File: src/pibb_pkg.sv
package pibb_pkg;

    // widths of the item fields
    localparam int unsigned CNT_W   = 13;
    localparam int unsigned HITS_W  = 24;
    localparam int unsigned SUM_W   = 56;
    localparam int unsigned VAL_W   = 48;
    localparam int unsigned COORD_W = 32;

    localparam logic [HITS_W-1:0] HITS_MAX = {HITS_W{1'b1}};
    localparam logic [SUM_W-1:0]  SUM_MAX  = {SUM_W{1'b1}};

    // request codes
    localparam logic [1:0] REQ_LOAD  = 2'd0;
    localparam logic [1:0] REQ_BIN   = 2'd1;
    localparam logic [1:0] REQ_READ  = 2'd2;
    localparam logic [1:0] REQ_CLEAR = 2'd3;

    // status codes
    localparam logic [1:0] ST_OK    = 2'd0;
    localparam logic [1:0] ST_FULL  = 2'd1;
    localparam logic [1:0] ST_RANGE = 2'd2;

    typedef struct packed {
        logic [1:0]                req_type;
        logic [15:0]               lyr_num;
        logic [15:0]               lyr_dtype;
        logic signed [COORD_W-1:0] min_x;
        logic signed [COORD_W-1:0] min_y;
        logic signed [COORD_W-1:0] max_x;
        logic signed [COORD_W-1:0] max_y;
        logic [VAL_W-1:0]          point_value;
        logic [7:0]                read_index;
    } t_req;

    typedef struct packed {
        logic              matched;
        logic [7:0]        box_index;
        logic [HITS_W-1:0] hit_count;
        logic [SUM_W-1:0]  value_sum;
        logic [1:0]        status;
    } t_rsp;

    // beat that travels down the row of cells
    typedef struct packed {
        logic             valid;
        logic             done;
        logic [CNT_W-1:0] count;
        t_req             req;
        t_rsp             rsp;
    } t_tok;

endpackage

File: src/pibb_cell.sv
module pibb_cell import pibb_pkg::*; #(
    parameter int unsigned IDX = 0
) (
    input  logic i_clk,
    input  logic i_rst_n,
    input  t_tok i_tok,
    output t_tok o_tok
);

    localparam logic [CNT_W-1:0] K = CNT_W'(IDX);

    logic signed [COORD_W-1:0] r_min_x, r_min_y, r_max_x, r_max_y;
    logic [31:0]               r_tag;
    logic [HITS_W-1:0]         r_hits;
    logic [SUM_W-1:0]          r_sum;
    t_tok                      r_tok;

    logic              n_hit;
    logic              n_load;
    logic              n_read;
    logic [HITS_W-1:0] n_hits;
    logic [SUM_W:0]    n_wide;
    logic [SUM_W-1:0]  n_sum;
    t_tok              n_tok;

    // decode what this beat asks of this cell
    always_comb begin
        n_load = i_tok.valid && !i_tok.done && i_tok.req.req_type == REQ_LOAD
                 && i_tok.count == K;
        n_read = i_tok.valid && !i_tok.done && i_tok.req.req_type == REQ_READ
                 && {{(CNT_W-8){1'b0}}, i_tok.req.read_index} == K;
        n_hit  = i_tok.valid && !i_tok.done && i_tok.req.req_type == REQ_BIN
                 && K < i_tok.count
                 && r_tag == {i_tok.req.lyr_num, i_tok.req.lyr_dtype}
                 && i_tok.req.min_x >= r_min_x && i_tok.req.min_x <= r_max_x
                 && i_tok.req.min_y >= r_min_y && i_tok.req.min_y <= r_max_y;
        n_hits = (r_hits == HITS_MAX) ? r_hits : r_hits + HITS_W'(1);
        n_wide = {1'b0, r_sum} + {{(SUM_W-VAL_W+1){1'b0}}, i_tok.req.point_value};
        n_sum  = n_wide[SUM_W] ? SUM_MAX : n_wide[SUM_W-1:0];
    end

    // result fields picked up on the way
    always_comb begin
        n_tok = i_tok;
        if (n_hit) begin
            n_tok.done          = 1'b1;
            n_tok.rsp.matched   = 1'b1;
            n_tok.rsp.box_index = K[7:0];
            n_tok.rsp.hit_count = n_hits;
            n_tok.rsp.value_sum = n_sum;
            n_tok.rsp.status    = ST_OK;
        end else if (n_read) begin
            n_tok.done          = 1'b1;
            n_tok.rsp.matched   = 1'b1;
            n_tok.rsp.hit_count = r_hits;
            n_tok.rsp.value_sum = r_sum;
        end else if (n_load) begin
            n_tok.done = 1'b1;
        end
    end

    // box storage of this cell
    always_ff @(posedge i_clk) begin
        if (n_load) begin
            r_min_x <= i_tok.req.min_x;
            r_min_y <= i_tok.req.min_y;
            r_max_x <= i_tok.req.max_x;
            r_max_y <= i_tok.req.max_y;
            r_tag   <= {i_tok.req.lyr_num, i_tok.req.lyr_dtype};
            r_hits  <= '0;
            r_sum   <= '0;
        end else if (n_hit) begin
            r_hits <= n_hits;
            r_sum  <= n_sum;
        end
    end

    // hand the beat to the next cell
    always_ff @(posedge i_clk) begin
        if (!i_rst_n) begin
            r_tok.valid <= 1'b0;
        end else begin
            r_tok.valid <= n_tok.valid;
        end
        r_tok.done  <= n_tok.done;
        r_tok.count <= n_tok.count;
        r_tok.req   <= n_tok.req;
        r_tok.rsp   <= n_tok.rsp;
    end

    assign o_tok = r_tok;

endmodule

File: config.mk
export PLATFORM = sky130hd
export DESIGN_NAME = pibb_cell
export DESIGN_NICKNAME = d
export VERILOG_FILES = /design/src/pibb_pkg.sv /design/src/pibb_cell.sv
export SDC_FILE = /design/constraint.sdc
export NUM_CORES = 1
export LEC_CHECK = 0
export CAP_MARGIN = 10
export CELL_PAD_IN_SITES_DETAIL_PLACEMENT = 1
export CELL_PAD_IN_SITES_GLOBAL_PLACEMENT = 1
export CORE_ASPECT_RATIO = 0.8
export CORE_UTILIZATION = 40
export CTS_CLUSTER_DIAMETER = 100
export DETAILED_ROUTE_END_ITERATION = 10
export DONT_BUFFER_PORTS = 1
export PLACE_DENSITY = 0.79
export SETUP_SLACK_MARGIN = 0.15
export SLEW_MARGIN = 20
export SYNTH_ARGS = -nofsm -noshare
export SYNTH_HDL_FRONTEND = slang
export SYNTH_SLANG_ARGS = --single-unit
File: constraint.sdc
create_clock -name i_clk -period 15.9 [get_ports i_clk]
set_clock_uncertainty 0.05 [all_clocks]
set_input_delay 0.795 -clock i_clk [delete_from_list [all_inputs] [get_ports i_clk]]
set_output_delay 0.795 -clock i_clk [all_outputs]
set_load 0.01 [all_outputs]
After elaboration in Yosys (flattened, before gate mapping)
Cells that the tools add are included.

storage, ports and cells
  flip-flop bits (word level) = 564
  latch bits = 0
  bits in writable memories = 0
  memory bits (read-only) = 0
  bits of input ports = 326
  output and inout bits = 324
  word-level logic and storage cells = 57
  memories kept = 0

cells by class
  add/sub/neg operators = 2
  multipliers = 0
  divide/modulo/power cells = 0
  order comparisons = 5
  equality and inequality tests = 4
  shift operators = 0
  mux-type cells = 4
  bitwise gates (word level) = 0
  reductions and logical operators = 18

operators with widths
  cell                                                                  count
  80-bit two-way mux                                                    2
  32-bit >= comparator                                                  2
  32-bit less-or-equal comparator                                       2
  56-bit by 48-bit adder with 57-bit output                             1
  56-bit two-way mux                                                    1
  32-bit == test                                                        1
  24-bit by 1-bit adder with 24-bit output, second input constant       1
  24-bit == test, second input constant                                 1
  24-bit two-way mux                                                    1
  13-bit zero test                                                      1
  1-bit by 13-bit < comparator with 1-bit output, first input constant  1
  1-bit logical AND                                                     12
  8-bit zero test                                                       1
  3-bit OR reduction                                                    1
  2-bit by 1-bit == test with 1-bit output, second input constant       1
  2-bit == test, second input constant                                  1
  2-bit zero test                                                       1
  2-bit OR reduction                                                    1
  1-bit zero test                                                       1

Depth between registers and ports, before layout
Gate-level depths: netlist of run 1.

  depth in word-level cells = 10
  mapped depth = 14
  depth with buffers taken out = 12

Worst setup path before layout of run 1
Ideal clock, no wire load.

  path kind = in2reg
  start = in i_tok[322] (netlist bit)
  end = reg r_max_x[0] (enable)
  setup time = 0.587 ns
  arrival time = 6.633 ns
  data required time = 15.263 ns
  setup slack = 8.630 ns
  cell stages on the path = 6
  buffers on the path = 3
  cell sequence = or3b_2 or3_1 clkbuf_1 inv_1 clkbuf_1 clkbuf_1

on the way
  cells in the longest elaborated chain, start to end = 4

ends and longest elaborated chain
  what                            line             text
  start: declaration              pibb_cell.sv:6   input t_tok i_tok,
  1-bit zero test                 pibb_cell.sv:28  n_load = i_tok.valid && !i_tok.done && i_tok.req.req_type == REQ_LOAD
  1-bit logical AND (2 in a row)  pibb_cell.sv:28
  1-bit logical AND               pibb_cell.sv:29  && i_tok.count == K;
  net n_load                      pibb_cell.sv:19  logic n_load;
  end signal: assignment          pibb_cell.sv:67  r_max_x <= i_tok.req.max_x;
  end: declaration                pibb_cell.sv:12  logic signed [COORD_W-1:0] r_min_x, r_min_y, r_max_x, r_max_y;

The timed path passes the listed nets, and every way through them passes these cells.
A chain may end at the register's enable or synchronous reset.

==> flow_summary.ini, run 1 <==
[run_status]
outcome = complete, no violations

[power]
power.density_mw_per_mm2 = 118
total_power_w = 0.00307
leakagePower_nw = 10.8
ir_worst_vdd_mv = 0.0964

[critical_path]
reg2reg_from = r_max_x[9]
cp.arrival_ns = 5.65
cp-end-kind = register
required_ns = 16.29
ff2ff_setup_slack_ns = 10.64
crit_start = r_max_x[9]
startpoint_type = register
crit_fanout = 14
crit_type = register to register

[die]
dieArea_mm2 = 0.0592
num_io_pins = 650
initial_utilization = 0.408
rows = 78
core_region_area_mm2 = 0.0571
fp.dieH_um = 218
die_w_um = 272

[synthesis]
synth_ff_type = dfxtp_1
ys_seq_area_frac = 0.554
yosys_warnings = 0
synth_area_mm2 = 0.0233
syn_avg_cell_area_um2 = 10.5
synthDistinctLibCells = 81
synth_edf_count = 160
synthArstFlopShare = 0
syn_nets = 2718
syn-instance-count = 2214
ys_seq_elements = 564

[sta]
setup_ws_ns = 10.64
drv_slew = 0
period_minus_slack_ns = 5.26
worst_pin_slew_ns = 1.14
finalSetupViolations = 0
fmax_mhz = 190
hold_viol = 0
relSlewSlack = 0.227
fin_tns_setup_ns = 0
period_share = 0.331
rsz0062_at_grt = no

[global_route]
grt_max_degree = 79
grt_pass1_vias = 18100
grt_antenna_before_repair = 11
grt_first_pass_wirelength_mm = 114
grt-ovfl-total = 0
track_usage = 0.254

[hold_path]
hold_path.class = input port to register
hold_start = i_tok[272]

[clock_tree]
cts_tree = done
cts_buffers = 55
root_buffer = clkbuf_16
post_cts.repair.setup_buffers = 0
cts_hold_buf = 0
cts_max_level = 2
ctsResizeCount = 0
clockBufferDepth = 3
clock_latency_ns = 0.62
path_clk_slew_ns = 0.07
clock_sinks = 564

[place]
place_ws_ns = 10.35
place.gp.congestion = 0.876
io_buffers = 0
dpl.cell_count = 2908
dpl-instance-area_mm2 = 0.0240
place_hpwl_mm = 58.2

[final_layout]
layout-drive-gt1-share = 0.0631
finish.instance_area_mm2 = 0.0260
syn2layout_area_growth_pct = 11.6
stdcell_count = 3021
n_fill_cell = 6205
nNetsFinal = 2709

[route]
drc = 0
wirelength_mm = 78.3
via_per_inst = 5.76
vias = 17400
firstDrtPassIters = 7
ant_nets = 0
drt_iter0_drc = 1120
routedWlPerCell_um = 25.9

[run]
cap_violations = 0
[flip-flops by register name (all words and copies together) (netlist names)]
register and count:
o_tok 324, r_min_x 32, r_hits 24, r_sum 56, r_min_y 32, r_max_y 32, r_tag 32, r_max_x 32
[per-stage QoR]
stage,util,hold slack (ns)
global placement,0.421,0.403
detailed placement,0.421,0.423
floorplan,-,0.387
finish,0.455,0.139
global route,0.455,0.105
CTS,0.455,0.106
[critical path: stages, from the launching register on]
cell and delay [ns]:
edfxtp_1 0.39, inv_1 0.09, ha_1 0.26, a21oi_1 0.24
o21ai_0 0.17, a221oi_1 0.42, o22ai_1 0.22, o311ai_1 0.57
nor4bb_2 0.99, nand3_1 0.84, a2111oi_0 0.70, a21oi_1 0.12
[cells in the final DEF (no fill, tap or decap), types with 12 or more instances in the layout]
cell type,instances
o21bai_1,13
o21ai_0,117
nand2_1,174
or4_1,14
ha_1,177
mux2i_1,12
o211ai_1,14
dfxtp_1,404
o21a_1,14
a211oi_1,15
buf_4,12
xor2_1,53
clkbuf_16,59
clkinv_2,13
edfxtp_1,160
nor4_1,19
nand4_1,51
nor3_1,39
inv_1,164
xnor2_1,27
and2_1,17
nor2b_1,14
a21oi_1,241
nand3_1,47
or3_1,12
a21o_1,40
nor2_1,92
and3_1,51
[power by group]
group / internal, W / switching [W]
combinational: 0.0000415 / 0.0000598
sequential: 0.00152 / 0.0000475
clock: 0.000785 / 0.000613
[logic make-up (layout without fill, tap and decap cells)]
kind of cell             Yosys count  after routing  synth area share
AND/OR/NAND/NOR                  582            582             0.129
flip-flops                       564            564             0.554
AO/OA/AOI/OAI                    555            555             0.145
buffers and inverters            243            281            0.0410
adder cells (fa/ha/maj)          178            178            0.0960
XOR/XNOR                          80             80            0.0301
multiplexers                      12             12           0.00516
other                              0              9                 0
[final timing paths]
path	to	cells past startpoint
worst max-delay path	o_tok[53]	11
worst min-delay path	o_tok[272]	0
worst max register to register	o_tok[53]	11
worst min register to register	o_tok[67]	2
[area by class of cell]
cell class | instances | area [um2] | share of cell area
tap | 760 | 951 | 0.0366
inverter | 165 | 624 | 0.0240
clock buffer | 68 | 1580 | 0.0608
antenna | 9 | 22.5 | 0.000867
clock inverter | 36 | 375 | 0.0144
sequential | 564 | 12900 | 0.496
multi-input combinational | 1407 | 9450 | 0.364
timing repair buffer | 12 | 90.1 | 0.00347
[synth_stat cells, types with 40 or more instances]
library cell  instances  share of area
ha_1                177          0.095
xor2_1               53          0.020
nand4_1              51          0.014
nand3_1              47          0.010
dfxtp_1             404           0.35
clkbuf_1             57         0.0092
nand2_1             174          0.028
inv_1               165          0.027
a21oi_1             241          0.052
nor2_1               93          0.015
edfxtp_1            160           0.21
o21ai_0             117          0.025
a21o_1               40          0.013
and3_1               51          0.014
[metal layers]
metal,up-vias,GRT usage,share of wire
met5,-,0,0.00047
met4,4,0.0908,0.030
met3,123,0.0682,0.074
met2,611,0.424,0.48
met1,8711,0.315,0.42
li1,7950,-,-
(Power assumes the default switching activity.)
==> inputs of run 2 (changes only) <==
- PLACE_DENSITY: 0.79 -> 0.82
- clock period: 15.9 -> 4.8 ns (I/O delays scaled with it)
==> run 2 against run 1 <==
  * Sequential power increased to 3.3 times the previous value
  * First-iteration DRC count increased by 63%
  * Non-clock buffer count increased by 338
  * Fmax increased by 17%
  * Global-route usage increased by 8.5 points
  * Critical path depth increased by 2
  * Clock power increased to 3.4 times the previous value
  * Sequential share of layout area decreased by 5.7 points
  * Combinational power increased to 6.6 times the previous value
  * Core utilization increased by 5.9 points
  * Register-to-register slack got worse by 10 ns
==> flow_summary.ini, run 2 (synthesis gave the netlist of run 1 again) <==
[die]
die_w_um = 272
dieArea_mm2 = 0.0592
fp.dieH_um = 218
initial_utilization = 0.408
num_io_pins = 650
core_region_area_mm2 = 0.0571
rows = 78

[global_route]
grt-ovfl-total = 0
grt_first_pass_wirelength_mm = 150
grt_max_degree = 77
grt_pass1_vias = 22300
track_usage = 0.339
grt_antenna_before_repair = 20

[clock_tree]
clock_sinks = 564
root_buffer = clkbuf_16
clock_latency_ns = 0.63
cts_tree = done
cts_buffers = 56
cts_max_level = 2
clockBufferDepth = 3
path_clk_slew_ns = 0.08

[place]
dpl-instance-area_mm2 = 0.0241
place.gp.congestion = 0.908
place_hpwl_mm = 61.3
io_buffers = 0
dpl.cell_count = 2922
place_ws_ns = 0.552

[final_layout]
largest_register_ffs = 324
most-common-layout-cells = dfxtp_1 (404), dlygate4sd3_1 (324), a21oi_1 (241)
layout-drive-gt1-share = 0.0563
syn2layout_area_growth_pct = 26.1
nNetsFinal = 3050
final_common_cell = dfxtp_1
finish.instance_area_mm2 = 0.0294
stdcell_count = 3367

[sta]
finalSetupViolations = 0
drv_slew = 0
hold_viol = 0
fmax_mhz = 221
rsz0062_at_grt = no
fin_tns_setup_ns = 0
setup_ws_ns = 0.285
period_share = 0.941
period_minus_slack_ns = 4.52
relSlewSlack = 0.291
worst_pin_slew_ns = 1.06

[critical_path]
endpoint = o_tok[69]
crit_type = register to register
required_ns = 5.25
worstReg2RegEnd = o_tok[69]
reg2reg_from = r_max_x[19]
startpoint_type = register
ff2ff_setup_slack_ns = 0.28
cp.arrival_ns = 4.96
crit_fanout = 14
r2r_cells = 13
cp-end-kind = register
crit_start = r_max_x[19]

[route]
firstDrtPassIters = 5
wirelength_mm = 104
via_per_inst = 6.13
routedWlPerCell_um = 31.0
drt_iter0_drc = 1829
drc = 0
vias = 20700
ant_nets = 0

[power]
power.density_mw_per_mm2 = 362
leakagePower_nw = 12.2
ir_worst_vdd_mv = 0.326

[run_status]
outcome = complete, no violations

[run]
cap_violations = 0

[hold_path]
hold_path.class = input port to register
run 2: power by group:
part	leakage [nW]	total [W]	switching, W	internal [W]
clock	0.932	0.00474	0.00211	0.00264
sequential	4.82	0.00521	0.000178	0.00503
combinational	6.48	0.000664	0.000343	0.000320
total	12.2	0.0106	0.00263	0.00799
run 2: final cells by class:
type / count / area, um2
clock buffers: 82 / 1620
diodes: 15 / 37.5
fillers: 6052 / 27700
clock inverters: 22 / 294
repair buffers: 350 / 3480
well taps: 760 / 951
inverters: 165 / 624
multi-input cells: 1409 / 9470
flip-flops and latches: 564 / 12900
run 2: worst min path at each step:
stage / startpoint / endpoint / slack [ns] / cells past startpoint
6_report: i_tok[102] / o_tok[5] / 0.08 / 3
3_5_place_dp: i_tok[186] / o_tok[186] / 0.22 / 0
3_3_place_gp: i_tok[171] / o_tok[171] / 0.22 / 0
2_1_floorplan: i_tok[100] / o_tok[100] / 0.22 / 0
5_1_grt: i_tok[54] / o_tok[54] / 0.09 / 3
4_1_cts: i_tok[118] / r_sum[19] / 0.03 / 3
run 2: per-stage QoR:
stage	utilization	hold WS [ns]	total power (W)
3_5_place_dp	0.423	0.218	0.00563
3_3_place_gp	0.423	0.218	0.00560
4_1_cts	0.513	0.0338	0.0104
2_1_floorplan	-	0.218	0.00550
6_report	0.514	0.0831	0.0106
5_1_grt	0.514	0.0885	0.0109
run 2: metal layers:
metal | global-route usage | wire [um] | vias to the layer above
met1 | 0.363 | 36900 | 10100
met5 | 0 | 85 | -
met3 | 0.109 | 9890 | 513
li1 | - | - | 8658
met4 | 0.244 | 8140 | 12
met2 | 0.567 | 49400 | 1366
run 2: worst max-delay path, stage by stage, from the launching register on:
cell	delay [ns]
edfxtp_1	0.44
inv_1	0.11
ha_1	0.26
a21oi_1	0.15
o21ai_0	0.11
a221oi_1	0.47
o22ai_1	0.27
o311ai_2	0.58
and4bb_2	0.38
buf_4	0.25
and2_0	0.60
buf_4	0.31
a21oi_1	0.12
o22a_1	0.28
run 2: repair_timing:
item                       CTS  global route
hold endpoints to repair   485             0
gates resized for setup      0             1
buffers inserted             0             0
setup endpoints to repair    0            54
hold buffers               324             0
